$ cat config.mk
export PLATFORM = sky130hd
export DESIGN_NAME = sedge_ctrl
export DESIGN_NICKNAME = d
export VERILOG_FILES = /design/src/rtl/sedge_pkg.sv /design/src/rtl/sedge_ctrl.sv
export VERILOG_INCLUDE_DIRS = /design/src /design/src/rtl
export SDC_FILE = /design/constraint.sdc
export NUM_CORES = 1
export LEC_CHECK = 0
export BUFFER_PORTS_ARGS = -buffer_cell sky130_fd_sc_hd__buf_2
export CORE_AREA = 2 2 113 115
export DETAILED_ROUTE_END_ITERATION = 8
export DIE_AREA = 0 0 115 117
export GPL_TIMING_DRIVEN = 0
export PLACE_DENSITY = 0.57
export SYNTH_ARGS = -nofsm -noshare
export SYNTH_HDL_FRONTEND = slang
export SYNTH_SLANG_ARGS = --single-unit
export TNS_END_PERCENT = 30
$ cat constraint.sdc
create_clock -name clk_i -period 3.7 [get_ports clk_i]
set_input_delay 0 -clock clk_i [delete_from_list [all_inputs] [get_ports clk_i]]
set_output_delay 0 -clock clk_i [all_outputs]
set_load 0.05 [all_outputs]
$ cat src/rtl/sobel_edge_rgb_macros.svh
// Assertion macros for the Sobel edge block.
// Used by the controller and the top level; no other dependencies.
`ifndef SOBEL_EDGE_RGB_MACROS_SVH
`define SOBEL_EDGE_RGB_MACROS_SVH
`ifndef SYNTH
`define SE_ASSERT(lbl, clk, rstn, prop) \
  lbl: assert property (@(posedge clk) disable iff (!rstn) (prop)) else $error("%m: lbl");
`define SE_ASSERT_RST(lbl, clk, prop) \
  lbl: assert property (@(posedge clk) (prop)) else $error("%m: lbl");
`else
`define SE_ASSERT(lbl, clk, rstn, prop)
`define SE_ASSERT_RST(lbl, clk, prop)
`endif
`endif

$ cat src/rtl/sedge_pkg.sv
// Package for the Sobel edge block: constants, command and status types.
// No dependencies.
`default_nettype none
package sedge_pkg;
  localparam int unsigned MaxWidthDef  = 1024;
  localparam int unsigned MaxHeightDef = 4096;
  localparam int unsigned PixW   = 24;
  localparam int unsigned FwW    = 11;
  localparam int unsigned FhW    = 13;
  localparam int unsigned CfgIdxW = 1;
  localparam logic [CfgIdxW-1:0] RegFrameWidth  = 1'b0;
  localparam logic [CfgIdxW-1:0] RegFrameHeight = 1'b1;
  localparam logic [7:0] MagMax = 8'd255;

  // controller -> datapath
  typedef struct packed {
    logic       load;      // capture input beat, start line-store read
    logic       shift;     // shift window with read data
    logic       calc;      // register sums of squares, clear root search
    logic       step;      // one bit of the root search
    logic [2:0] rbit;      // bit under test in the root search
    logic       emit;      // load the result into the output register
    logic       clr_win;   // clear window (frame end)
    logic       drain;     // input beat is a drain
    logic       first_col; // output pixel is column 0
    logic       last_col;
    logic       first_row;
    logic       last_row;
    logic       frame_end;
  } sedge_cmd_t;

  // datapath -> controller
  typedef struct packed {
    logic out_busy;  // output register holds a beat not yet taken
  } sedge_sts_t;
endpackage
`default_nettype wire

$ cat src/rtl/sedge_ctrl.sv
// Controller of the Sobel block: counters, frame position, handshake sequencing.
// Depends on sedge_pkg and the macro header.
`default_nettype none
`include "sobel_edge_rgb_macros.svh"
module sedge_ctrl #(
  parameter int unsigned MaxWidth  = sedge_pkg::MaxWidthDef,
  parameter int unsigned MaxHeight = sedge_pkg::MaxHeightDef,
  parameter int unsigned ColW = (MaxWidth > 1) ? $clog2(MaxWidth) : 1
) (
  input  wire logic                      clk_i,
  input  wire logic                      rst_ni,
  input  wire logic                      in_valid_i,
  output logic                           in_ready_o,
  input  wire logic                      in_mode_i,
  input  wire logic [sedge_pkg::FwW-1:0] frame_width_i,
  input  wire logic [sedge_pkg::FhW-1:0] frame_height_i,
  input  wire sedge_pkg::sedge_sts_t     sts_i,
  output sedge_pkg::sedge_cmd_t          cmd_o,
  output logic [ColW-1:0]                col_o
);
  import sedge_pkg::*;
  localparam int unsigned WW = $clog2(MaxWidth + 2) + 1;
  localparam int unsigned HW = $clog2(MaxHeight + 1) + 1;
  localparam logic [1:0] StIdle  = 2'd0;
  localparam logic [1:0] StShift = 2'd1;
  localparam logic [1:0] StRoot  = 2'd2;
  localparam logic [1:0] StOut   = 2'd3;

  logic [1:0]    state_q, state_d;
  logic [2:0]    bit_q, bit_d;
  logic [WW-1:0] pend_q, pend_d;
  logic [WW-1:0] ccol_q, ccol_d;
  logic [HW-1:0] crow_q, crow_d;
  logic          outph_q, outph_d;
  logic          drain_q, drain_d;
  logic [WW-1:0] w_eff;
  logic [HW-1:0] h_eff;
  logic [WW-1:0] c;
  logic          take, outph, lcol, lrow;

  always_comb begin
    if (frame_width_i == '0) w_eff = WW'(1);
    else if ({1'b0, frame_width_i} > (FwW+1)'(MaxWidth)) w_eff = WW'(MaxWidth);
    else w_eff = WW'(frame_width_i);
    if (frame_height_i == '0) h_eff = HW'(1);
    else if ({1'b0, frame_height_i} > (FhW+1)'(MaxHeight)) h_eff = HW'(MaxHeight);
    else h_eff = HW'(frame_height_i);
  end

  assign in_ready_o = (state_q == StIdle) && !sts_i.out_busy;
  assign take  = in_valid_i && in_ready_o;
  assign outph = pend_q >= w_eff + WW'(1);
  assign lcol  = ccol_q >= w_eff - WW'(1);
  assign lrow  = crow_q >= h_eff - HW'(1);

  always_comb begin
    if (!outph) c = (pend_q < w_eff) ? pend_q : '0;
    else c = (ccol_q + WW'(1) >= w_eff) ? '0 : ccol_q + WW'(1);
  end
  assign col_o = c[ColW-1:0];

  always_comb begin
    state_d = state_q;
    bit_d   = bit_q;
    pend_d  = pend_q;
    ccol_d  = ccol_q;
    crow_d  = crow_q;
    outph_d = outph_q;
    drain_d = drain_q;
    cmd_o   = '0;
    case (state_q)
      StIdle: begin
        if (take && !(in_mode_i && pend_q == '0)) begin
          cmd_o.load = 1'b1;
          drain_d = in_mode_i;
          outph_d = outph;
          if (!outph) pend_d = pend_q + WW'(1);
          state_d = StShift;
        end
      end
      StShift: begin
        cmd_o.shift = 1'b1;
        cmd_o.drain = drain_q;
        state_d = StIdle;
        if (outph_q) begin
          cmd_o.calc      = 1'b1;
          cmd_o.first_col = ccol_q == '0;
          cmd_o.last_col  = lcol;
          cmd_o.first_row = crow_q == '0;
          cmd_o.last_row  = lrow;
          cmd_o.frame_end = lcol && lrow;
          bit_d   = 3'd7;
          state_d = StRoot;
          if (lcol && lrow) begin
            cmd_o.clr_win = 1'b1;
            ccol_d = '0; crow_d = '0; pend_d = '0;
          end else if (lcol) begin
            ccol_d = '0; crow_d = crow_q + HW'(1);
          end else ccol_d = ccol_q + WW'(1);
        end
      end
      // root search, most significant bit first
      StRoot: begin
        cmd_o.step = 1'b1;
        cmd_o.rbit = bit_q;
        if (bit_q == 3'd0) state_d = StOut;
        else bit_d = bit_q - 3'd1;
      end
      StOut: begin
        cmd_o.emit = 1'b1;
        state_d = StIdle;
      end
      default: state_d = StIdle;
    endcase
  end

  always_ff @(posedge clk_i or negedge rst_ni) begin
    if (!rst_ni) begin
      state_q <= StIdle;
      bit_q <= '0;
      pend_q <= '0; ccol_q <= '0; crow_q <= '0;
      outph_q <= 1'b0; drain_q <= 1'b0;
    end else begin
      state_q <= state_d;
      bit_q <= bit_d;
      pend_q <= pend_d; ccol_q <= ccol_d; crow_q <= crow_d;
      outph_q <= outph_d; drain_q <= drain_d;
    end
  end

  `SE_ASSERT(a_load_then_shift, clk_i, rst_ni, cmd_o.load |=> cmd_o.shift)
  `SE_ASSERT(a_no_take_busy, clk_i, rst_ni, (state_q != StIdle) |-> !in_ready_o)
  `SE_ASSERT(a_pend_bound, clk_i, rst_ni, pend_q <= WW'(MaxWidth + 1))
  `SE_ASSERT(a_end_clears, clk_i, rst_ni, cmd_o.frame_end |=> pend_q == '0)
  `SE_ASSERT(a_calc_to_emit, clk_i, rst_ni, cmd_o.calc |-> ##9 cmd_o.emit)
endmodule
`default_nettype wire

# ---- Word-level counts from Yosys, hierarchy flattened
# Cells that the tools add are included.
dict set report op_classes {
  n_eq_ne 9
  magnitude_cmp 7
  addsub 7
  n_reduce_logical 23
  muxes 33
}
# operator count
set ops {}
lappend ops {{two-way mux 12 bit} 7}
lappend ops {{adder 12 x 1 -> 12 bit, second input constant} 3}
lappend ops {{>= comparator 12 bit} 3}
lappend ops {{two-way mux 10 bit} 3}
lappend ops {{two-way mux 14 bit} 2}
lappend ops {{two-way mux 13 bit} 2}
lappend ops {{zero test 12 bit} 2}
lappend ops {{one-hot mux 12 bit (2 select lines)} 1}
lappend ops {{adder 14 x 1 -> 14 bit, second input constant} 1}
lappend ops {{>= comparator 14 bit} 1}
lappend ops {{zero test 14 bit} 1}
lappend ops {{subtractor 14 x 1 -> 14 bit, second input constant} 1}
lappend ops {{greater-than comparator 13 bit, second input constant} 1}
lappend ops {{zero test 13 bit} 1}
lappend ops {{< comparator 12 bit} 1}
lappend ops {{subtractor 12 x 1 -> 12 bit, second input constant} 1}
lappend ops {{greater-than comparator 11 bit, second input constant} 1}
lappend ops {{zero test 11 bit} 1}
lappend ops {{two-way mux 11 bit} 1}
lappend ops {{inequality test 2 bit, second input constant} 5}
lappend ops {{two-way mux 2 bit} 4}
lappend ops {{one-hot mux 2 bit (4 select lines)} 1}
lappend ops {{two-way mux 7 bit} 1}
lappend ops {{two-way mux 1 bit} 6}
lappend ops {{16 further kinds} 28}
dict set report word_totals {
  out_inout_bits 26
  elab_cells 86
  regBits 45
  inputBits 29
}

# ---- Depth between registers and ports, before layout
# Gate-level depths: netlist (run 1).
dict set report depth {
  depth_word 9
  mapped_depth 20
  ltp_nobuf 18
}

# ---- Least setup slack after synthesis (run 1)
# No wires, ideal clock.
dict set report synth_path {
  path_kind {input to output}
  start {input frame_height_i[2] (netlist name)}
  end {output cmd_o[6] (netlist name)}
  t_required_ns 3.700
  arrival_ns 3.954
  slack_ns -0.254
  path_stages 17
  n_path_buf 3
  cell_sequence {or4_4 -> or3_4 -> or2_1 -> nor2_1 -> o21bai_1 -> ha_1 -> clkbuf_1 -> o21ai_1 -> a21oi_1 -> ha_1 -> nand4_1 -> nor3_1 -> a21oi_1 -> and2_1 -> clkbuf_1 -> nor2_1 -> buf_4}
}
# element line_no
set synth_lines {}
lappend synth_lines {{start, declared} sedge_ctrl.sv:16} ;# input wire logic [sedge_pkg::FhW-1:0] frame_height_i,
lappend synth_lines {{end, declared} sedge_ctrl.sv:18} ;# output sedge_pkg::sedge_cmd_t cmd_o,

# ---- Worst setup path in the final report (run 1)
dict set report layout_path {
  start {input frame_width_i[7] (netlist name)}
  end {output col_o[3]}
}
dict set report layout_via {
  elab_chain_len 6
  elab_cells_between_ends 11
  cone_classes {add/sub: 1; order compare: 4; mux: 5; reduce/logical: 1}
}
# element line_no
set layout_lines {}
lappend layout_lines {{start, declared} sedge_ctrl.sv:15} ;# input wire logic [sedge_pkg::FwW-1:0] frame_width_i,
lappend layout_lines {{greater-than comparator 11 bit} sedge_ctrl.sv:43} ;# else if ({1'b0, frame_width_i} > (FwW+1)'(MaxWidth)) w_eff = WW'(MaxWidth);
lappend layout_lines {{two-way mux 11 bit} sedge_ctrl.sv:43}
lappend layout_lines {{two-way mux 12 bit (*)} sedge_ctrl.sv:42} ;# if (frame_width_i == '0) w_eff = WW'(1);
lappend layout_lines {{adder 12 x 1 -> 12 bit, or another cell as far along} sedge_ctrl.sv:52} ;# assign outph = pend_q >= w_eff + WW'(1);
lappend layout_lines {{>= comparator 12 bit, or another cell as far along} sedge_ctrl.sv:52}
lappend layout_lines {{two-way mux 10 bit (*)} sedge_ctrl.sv:57} ;# if (!outph) c = (pend_q < w_eff) ? pend_q : '0;
lappend layout_lines {{end, declared} sedge_ctrl.sv:19} ;# output logic [ColW-1:0] col_o
# Every way passes the cells marked *; elsewhere a longest branch is shown, timed or not.

==> results of run 1 <==
layout by cell type (no fill, tap or decap), types with 7 or more instances in the layout:
cell type,count
o21ai_0,28
nor3_1,21
buf_2,41
inv_1,34
o31ai_1,9
xnor2_1,16
a21o_1,21
ha_1,67
nand2b_1,10
dfrtp_1,44
buf_6,9
a221o_1,7
nand3_1,30
nand4_1,8
clkbuf_1,12
a21oi_1,29
nor4_1,10
nor2_1,32
nor2b_1,7
nand2_1,61
buf_4,25
and3_1,25
worst reg2reg max path: cells and delay by family, from the launching register on:
kind / cells / cell delay, ns
compound gates: 6 / 1.34
fa+ha+maj: 1 / 0.30
buf+inv: 4 / 0.65
flops: 1 / 0.50
simple gates: 1 / 0.05
where the power goes:
| part | switching, uW | internal (uW) | total (uW) |
|---|---|---|---|
| Combinational | 1260 | 866 | 2130 |
| Clock | 189 | 337 | 527 |
| Sequential | 290 | 645 | 935 |
| Total | 1740 | 1850 | 3590 |
metal layers:
layer  share of wire, %  wire length, microns
met3                5.1                   719
met1                 45                  6340
met2                 48                  6710
met5                  0                     0
met4                1.6                   218
worst max path at each step:
| stage | to | depth (start not counted) |
|---|---|---|
| floorplan | cmd_o[6] | 17 |
| global placement | col_o[0] | 20 |
| detailed placement | col_o[1] | 20 |
| CTS | col_o[1] | 20 |
| global route | col_o[5] | 14 |
| finish | col_o[3] | 21 |
cell type report:
cell class	instances	share of cell area, %
buffer	18	1.38
clock buffer	6	2.29
clock inverter	2	0.618
inverter	36	2.23
multi-input combinational	496	62.2
sequential	45	18.6
tap	150	3.09
timing repair buffer	79	9.63
metrics by stage:
stage	TNS [ns]	utilization (%)	total power [uW]	std cells
floorplan	0	-	2200	595
global placement	-14.72	42.6	2640	798
detailed placement	-17.58	42.6	2710	798
CTS	0	45.0	3320	810
global route	-1.37	49.3	3880	832
finish	0	49.3	3590	832
state kept, by name (all words and copies together) (netlist names), named ones only:
| signal | cells |
|---|---|
| crow_q | 14 |
| outph_q | 1 |
| bit_q | 3 |
| ccol_q | 12 |
| pend_q | 12 |
| drain_q | 1 |
| state_q | 1 |
repair_timing:
item	4_1_cts	5_1_grt
pin swaps	4	21
endpoints found under the setup margin	37	35
cloned	1	1
endpoints found under the hold margin	46	0
resized for setup	28	70
hold buffers	2	0
buffers inserted	2	21
cells by family after synthesis:
kind of cell | after synthesis | share of synthesized area, %
compound gates | 153 | 22.3
xor+xnor | 24 | 4.40
fa+ha+maj | 71 | 18.6
buf+inv | 55 | 4.45
flops | 45 | 23.6
mux | 1 | 0.210
other cells | 1 | 0.0785
simple gates | 243 | 26.4
==> metrics.txt, run 1 <==
hold_sp=in_valid_i; DR vias=about 4800; worst setup margin=0.0133 ns; Worst setup EP type=primary output; WL/cell=16.8 microns; final setup vio count=0; Die X-Extent=115 microns; mean post-synth cell area=about 8.1 sq um; Synth area leader=dfrtp_1; count leader, synth=ha_1; VDD IR max=roughly 0.00045 V; largest net degree at the start of global routing=46; worst reg2reg startpoint=pend_q[0]; ranking of synthesized cells by area=dfrtp_1 24%, ha_1 19%, nand2_1 4.8%; Worst Path Max Fanout=6; WHS=just over 0.2 ns; CTS root buffer=clkbuf_16; worst-path cell chain=buf_12 -> nor3_4 -> nand2b_1 -> nor3_2 -> o21ai_4 -> inv_2 -> ha_4 -> nand3_4 -> nor2_4 -> and3_4 -> a31oi_4 -> ha_4 -> nand2_1 -> o21bai_2 -> a2111oi_4 -> a21oi_4 -> or4_4 -> nor2_4 -> buf_12 -> o2bb2ai_4 -> buf_6; TritonCTS sink count=45; r2r worst-path depth=12; gr usage total=between 20% and 30%; HPWL after DPL=slightly above 10 mm; share of layout cells above drive strength 1=between 20% and 30%; routing usage on met1=between 20 and 30%; CP max stage cell=or4_4; Sequential cell area=between 1000 and 1500 sq um; post-route ant nets=0; DRC=0; initial core utilization=roughly 39%; LEAKAGE=roughly 0.0028 uW; CP top delay family=simple AND/OR/NAND/NOR gates; Critical R2R Capture=pend_q[8]; GPL Wtd Cong=around 0.87; worst-skew pair later-pin latency=0.28 ns; H-tree levels=2; Final Cycle Share=~100%; Rows=41; Crit. Startpoint=frame_width_i[7]; GRT met3 Usage=under 10%; Max clock buf depth=2; num ports=between 50 and 60; pwr dens=591 nW/um^2; vias in the first global route=around 4500; Yosys top cell area share=23.6%; PortBufs=53; YS warnings=0; Post-DP Area=~5200 sq um; clock transition at the registers of the reported paths=around 0.060 ns; antenna violations before repair=0; Worst Hold End=outph_q; unrepaired setup endpoints after global routing=true; GRT Residual Overflow=0; Tightest Pin Transition=just over 1 ns; global routing's busiest layer=met2; Rel. slew slack=approximately 31%; area of the multi-input gates=3770 sq um; TritonRoute pass-1 iters=4; Seq cells post-synth=between 40 and 50; sequential area share after synthesis=a little under a quarter; Final Hold Fails=0; Top FF cell, synth=dfrtp_1; synth cell count leaders=71 x ha_1, 61 x nand2_1, 45 x dfrtp_1; Synth async-reset ratio=100%; fin nets=between 700 and 800; Synth Cell Area=4780 sq um; final slew viol count=0; count of cell types in the netlist=61; design area=just over 6000 sq um; Post-Place Worst Slack=-0.577 ns; max cap viols=0; worst min-delay path category=in -> reg; worst hold path cell count=4; DR vias/cell=around 5.7; flop2flop setup slack=between 0.7 and 0.8 ns; kind of critical path=in -> out; synthesis-to-finish area growth=27.1%; FILL cells=roughly 1200; total CTS buffers=5; final WL=14.0 mm; outcome=finished, final reports clean; Post-synth EDFFs=0; overall die height=117 microns; CTS tree=built; antenna cells=0; Clock Skew=0.00534 ns; Max Clock Freq=271 MHz; die area=13500 sq um; critical path data arrival time=around 3.7 ns; initial DRC count=approximately 190; core area=about 12000 sq um; routing usage on met2=33.5%; crit path time final=~3.7 ns; WP data required=around 3.7 ns; Largest stage delay, worst path=about 0.59 ns; post-synthesis cell count=~600; crit path launch type=primary input; CP bufs+invs=4; first-pass GRT wire length=21.7 mm
Power figures use the tool's default switching activity.
==> run 2, diff against run 1 <==
--- a/config.mk
+++ b/config.mk
@@ -12,6 +12,7 @@
 export DIE_AREA = 0 0 115 117
 export GPL_TIMING_DRIVEN = 0
 export PLACE_DENSITY = 0.57
+export RECOVER_POWER = 50
 export SYNTH_ARGS = -nofsm -noshare
 export SYNTH_HDL_FRONTEND = slang
 export SYNTH_SLANG_ARGS = --single-unit
==> metrics.txt, run 2 (synthesis gave the netlist of run 1 again) <==
Max Clock Freq=271 MHz (about the same); TritonRoute pass-1 iters=5 (+1); routing usage on met2=33.5% (unchanged); global routing's busiest layer=met2; total CTS buffers=5 (unchanged); WP data required=3.70 ns (about the same); clock transition at the registers of the reported paths=0.06 ns (about the same); Max clock buf depth=2 (unchanged); worst-skew pair later-pin latency=0.28 ns (about the same); Most flops, register=crow_q; Worst setup EP type=primary output; WL/cell=16.8 microns (about the same); design area=6060 sq um (-0.16%); crit path launch type=primary input; commonest cells after routing, fill and taps aside=67 x ha_1, 61 x nand2_1, 44 x dfrtp_1; GRT Residual Overflow=0 (unchanged); worst min-delay path category=in -> reg; unrepaired setup endpoints after global routing=true; VDD IR max=0.000450 V (-0.11%); TritonCTS sink count=45 (unchanged); Die X-Extent=115 microns (unchanged); H-tree levels=2 (unchanged); antenna violations before repair=0 (unchanged); final WL=14.0 mm (about the same); max reg flops=14 (unchanged); post-route ant nets=0 (unchanged); first-pass GRT wire length=21.7 mm (unchanged); GRT met3 Usage=2.73% (unchanged); FILL cells=1170 (+0.26%); failing checks=capacitance limit, slew limit; CP top delay family=simple AND/OR/NAND/NOR gates; routing usage on met1=27.5% (unchanged); synthesis-to-finish area growth=26.9%; largest net degree at the start of global routing=46 (unchanged); share of layout cells above drive strength 1=20.5% (-1.2 points); core area=12300 sq um (unchanged); gr usage total=20.0% (unchanged); max cap viols=1 (+1); worst-path cell chain=buf_12 -> nor3_4 -> nand2b_1 -> nor3_2 -> o21ai_4 -> inv_2 -> ha_4 -> nand3_4 -> nor2_4 -> and3_4 -> a31oi_4 -> ha_4 -> nand2_1 -> o21bai_2 -> a2111oi_4 -> a21oi_4 -> or4_4 -> nor2_4 -> buf_12 -> o2bb2ai_4 -> buf_6; CP bufs+invs=4 (unchanged); setup TNS=0 ns (unchanged); CTS root buffer=clkbuf_16; Worst Path Max Fanout=6 (unchanged); GPL Wtd Cong=0.867 (unchanged); initial core utilization=38.8% (unchanged); Final Hold Fails=0 (unchanged); Final Cycle Share=99.7% (about the same); final setup vio count=0 (unchanged); antenna cells=0 (unchanged); dpl cells=798 (unchanged); die area=13500 sq um (unchanged); final core area utilization=49.2% (-0.081 points); Post-DP Area=5240 sq um (unchanged); num ports=55 (unchanged); largest registers=crow_q: 14 flops, ccol_q: 12 flops, pend_q: 12 flops; CP max stage cell=or4_4; commonest non-fill, non-tap cell in the layout=ha_1; DRC=0 (unchanged); DR vias/cell=5.73 (+0.23%); final cell count without fillers=832 (unchanged); LEAKAGE=0.00273 uW (-1.1%); Largest stage delay, worst path=0.59 ns (about the same); HPWL after DPL=10.2 mm (unchanged); overall die height=117 microns (unchanged); pwr dens=592 nW/um^2 (about the same); Tightest Pin Transition=2.46 ns (+1.43 ns); critical path data arrival time=3.69 ns (about the same); crit path time final=3.69 ns (+0.00328 ns); outcome=complete, but fails checks; DR vias=4769 (+0.23%); fin nets=781 (unchanged); kind of critical path=in -> out; Rows=41 (unchanged); Clock Skew=0.00545 ns (+0.000108 ns); initial DRC count=185 (-0.54%); Rel. slew slack=-64.2% (-95 points); vias in the first global route=4474 (unchanged); WHS=0.200 ns (-0.00595 ns); final slew viol count=46 (+46); PortBufs=53 (unchanged); CTS tree=built
==> run 2: cell types whose count changed in the layout (fill, tap and decap cells not counted) <==
cell / previous run / this run
buf_2: 41 / 33
clkbuf_1: 12 / 20
==> run 2: where the power goes <==
group | internal (uW) | switching (uW)
Clock | 337 | 192
Sequential | 645 | 290
Combinational | 860 | 1260
==> run 2: final cells by class <==
class / instances / area [sq um] / area share (%)
plain buffers: 18 / 83.8 / 1.38
inverters: 36 / 135 / 2.23
multi-input cells: 496 / 3770 / 62.3
clock buffers: 6 / 139 / 2.29
clock inverters: 2 / 37.5 / 0.619
flip-flops and latches: 45 / 1130 / 18.6
well taps: 150 / 188 / 3.10
repair buffers: 79 / 574 / 9.48
==> run 2: repair_timing <==
action / in CTS / in global routing
endpoints found under the hold margin: 46 / 0
setup buffers: 2 / 21
hold buffers: 2 / 0
resized for setup: 28 / 70
endpoints found under the setup margin: 37 / 35
pin swaps: 4 / 21
cloned: 1 / 1
==> run 2: worst reg2reg max path: stages, from the launching register on <==
cell and delay (ns):
dfrtp_1 0.50, inv_1 0.15, ha_1 0.30, nand2_1 0.05, a2111oi_0 0.41, a211o_1 0.21
a21oi_4 0.07, buf_4 0.16, buf_4 0.16, a22oi_2 0.18, o21ai_2 0.11, buf_4 0.18
a221o_1 0.35
==> run 2: worst paths after layout <==
check	start	to	slack, ns	depth (start not counted)
setup / recovery	frame_width_i[7]	col_o[3]	0.01	21
setup reg to reg	pend_q[0]	pend_q[8]	0.76	12
min in group asynchronous	rst_ni	crow_q[4]	1.01	2
hold reg to reg	bit_q[0]	bit_q[0]	0.48	1
hold / removal	in_valid_i	outph_q	0.20	4
max in group asynchronous	rst_ni	ccol_q[0]	1.09	2
==> run 2: routing by layer <==
layer,vias up,wire length (microns)
li1,2360,-
met1,2254,6380
met2,133,6700
met3,22,672
met4,0,228
met5,-,0
==> run 2: per-stage QoR <==
stage / total power [uW] / worst slack (ns)
after floorplan: 2200 / 0.0105
after global placement: 2640 / -0.468
after detailed placement: 2710 / -0.577
after CTS: 3320 / 0.00458
after global routing: 3880 / -0.152
final: 3580 / 0.0100
==> run 3, diff against run 2 <==
--- a/config.mk
+++ b/config.mk
@@ -6,10 +6,12 @@
 export SDC_FILE = /design/constraint.sdc
 export NUM_CORES = 1
 export LEC_CHECK = 0
+export ABC_AREA = 1
 export BUFFER_PORTS_ARGS = -buffer_cell sky130_fd_sc_hd__buf_2
-export CORE_AREA = 2 2 113 115
+export CORE_AREA = 2 2 118 120
+export CTS_CLUSTER_SIZE = 20
 export DETAILED_ROUTE_END_ITERATION = 8
-export DIE_AREA = 0 0 115 117
+export DIE_AREA = 0 0 120 122
 export GPL_TIMING_DRIVEN = 0
 export PLACE_DENSITY = 0.57
 export RECOVER_POWER = 50
==> metrics.txt, run 3 <==
VDD IR max=0.000266 V (-41%); overall die height=122 microns (+4.3%); worst min-delay path category=in -> reg; Max clock buf depth=2 (unchanged); DR vias/cell=4.94 (-14%); GPL Wtd Cong=0.865 (-0.20%); design area=6000 sq um (-0.97%); total CTS buffers=5 (unchanged); HPWL after DPL=10.9 mm (+6.9%); synthesis-to-finish area growth=14.2%; Synth area leader=dfrtp_1; setup TNS=0 ns (unchanged); Synth async-reset ratio=100% (unchanged); Top FF cell, synth=dfrtp_1; Die X-Extent=120 microns (+4.3%); Seq cells post-synth=45 (unchanged); TritonRoute pass-1 iters=5 (unchanged); commonest non-fill, non-tap cell in the layout=nand2_1; met2 wire len=6.23 mm (-7.0%); WL/cell=13.1 microns (-22%); PortBufs=54 (+1.9%); top sig layer=met4; GRT Residual Overflow=0 (unchanged); Post-DP Area=5760 sq um (+9.9%); vias in the first global route=4880 (+9.1%); WHS=0.138 ns (-0.0618 ns); failing checks=capacitance limit, slew limit; CTS tree=built; synth cell count leaders=215 x nand2_1, 121 x inv_1, 80 x nor2_1; H-tree levels=2 (unchanged); Rel. slew slack=-71.4% (-7.1 points); outcome=complete, but fails checks; Max Clock Freq=290 MHz (+7.1%); clock transition at the registers of the reported paths=0.06 ns (about the same); largest registers=crow_q: 14 flops, ccol_q: 12 flops, pend_q: 12 flops; Synth Cell Area=5250 sq um (+10%); gr usage total=19.9% (-0.17 points); worst-skew pair later-pin latency=0.30 ns (+0.02 ns); pwr dens=370 nW/um^2 (-38%); share of layout cells above drive strength 1=11.9% (-8.6 points); Rows=43 (+4.9%); max cap viols=1 (unchanged); post-route ant nets=0 (unchanged); sequential area share after synthesis=21.4% (-2.1 points); Clock Skew=0.00963 ns (+0.00418 ns); Worst Path Max Fanout=11 (+5); die area=14600 sq um (+8.8%); final setup vio count=0 (unchanged); initial core utilization=38.9% (+0.10 points); YS warnings=0 (unchanged); TritonCTS sink count=45 (unchanged); Final Cycle Share=93.1% (-6.6 points); Tightest Pin Transition=2.57 ns (+0.107 ns); post-synthesis cell count=804 (+36%); Post-synth EDFFs=0 (unchanged); count of cell types in the netlist=41 (-33%); largest net degree at the start of global routing=46 (unchanged); CTS root buffer=clkbuf_16; met1 wire length=6.71 mm (+5.2%); DRC=0 (unchanged); final core area utilization=44.4% (-4.8 points); met3 routed WL=675 microns (+0.45%); Final Hold Fails=0 (unchanged); critical path data arrival time=3.45 ns (-0.24 ns); count leader, synth=nand2_1; core area=13500 sq um (+9.7%); max reg flops=14 (unchanged); fin nets=974 (+25%); num ports=55 (unchanged); final slew viol count=46 (unchanged); antenna cells=0 (unchanged); Worst setup EP type=primary output; Most flops, register=crow_q; unrepaired setup endpoints after global routing=true; ranking of synthesized cells by area=dfrtp_1 21%, ha_1 17%, nand2_1 15%; initial DRC count=296 (+60%); first-pass GRT wire length=23.6 mm (+8.8%); DR vias=5202 (+9.1%); WP data required=3.70 ns (about the same); crit path time final=3.45 ns (-0.244 ns); commonest cells after routing, fill and taps aside=214 x nand2_1, 121 x inv_1, 77 x nor2_1; Yosys top cell area share=21.4% (-2.1 points); final WL=13.8 mm (-1.4%); antenna violations before repair=0 (unchanged); mean post-synth cell area=6.53 sq um (-19%); LEAKAGE=0.00330 uW (+21%); kind of critical path=in -> out; crit path launch type=primary input
[run 3: per-layer routing]
layer / up-vias / GRT usage, %
li1: 2746 / -
met1: 2349 / 27.7
met2: 97 / 32.4
met3: 10 / 2.81
met4: 0 / 5.07
met5: - / 0
[run 3: cells by family after synthesis]
kind of cell | synth area share, %
fa+ha+maj | 16.9
xor+xnor | 5.67
simple gates | 35.4
buf+inv | 10.3
flops | 21.4
compound gates | 10.2
other cells | 0.0714
[run 3: layout make-up]
cell class	instances	area, sq um
fill	1459	7500
multi-input combinational	623	3620
tap	180	225
sequential	45	1130
clock inverter	1	7.51
clock buffer	6	139
buffer	14	72.6
timing repair buffer	60	340
inverter	125	469
[run 3: report_power, final]
| part | total, uW | switching (uW) | internal (uW) | leakage (uW) |
|---|---|---|---|---|
| Combinational | 1080 | 737 | 343 | 0.00265 |
| Sequential | 674 | 104 | 570 | 0.000574 |
| Clock | 463 | 198 | 265 | 0.0000690 |
[run 3: repair_timing]
action | 4_1_cts | 5_1_grt
gates resized for setup | 6 | 12
hold endpoints to repair | 46 | 0
gates cloned | 0 | 1
setup endpoints to repair | 10 | 22
setup buffers | 2 | 2
pin swaps | 0 | 1
hold buffers | 2 | 0
[run 3: critical path, stage by stage]
cell and delay [ns]:
buf_2 0.16, inv_2 0.05, buf_2 0.20, a21oi_2 0.20, nor2_1 0.11, inv_1 0.12, ha_1 0.19, nand2_1 0.07
nor2_2 0.25, nand4_1 0.13, nand2_1 0.11, inv_1 0.05, ha_1 0.28, nand2_1 0.05, o21ai_0 0.23, nor2_1 0.11
nand2_1 0.23, nand2_2 0.17, buf_2 0.22, nor2_1 0.14, buf_4 0.12, buf_2 0.24
[run 3: final timing paths]
path | start | end | slack [ns] | depth (start not counted)
worst min register to register | bit_q[2] | bit_q[2] | 0.50 | 1
max in group asynchronous | rst_ni | crow_q[12] | 1.19 | 2
min in group asynchronous | rst_ni | bit_q[1] | 1.05 | 2
worst max register to register | pend_q[3] | pend_q[10] | 1.26 | 11
worst min-delay path | in_valid_i | state_q[0] | 0.14 | 3
worst max-delay path | frame_width_i[10] | cmd_o[6] | 0.25 | 22
[run 3: through the flow]
stage                     instances  power [uW]  worst slack, ns
after floorplan                 806        1460            0.453
final                          1054        2220            0.254
after detailed placement       1040        1750           -0.220
after global placement         1040        1750           -0.174
after CTS                      1051        2250          0.00829
after global routing           1054        2430          -0.0818
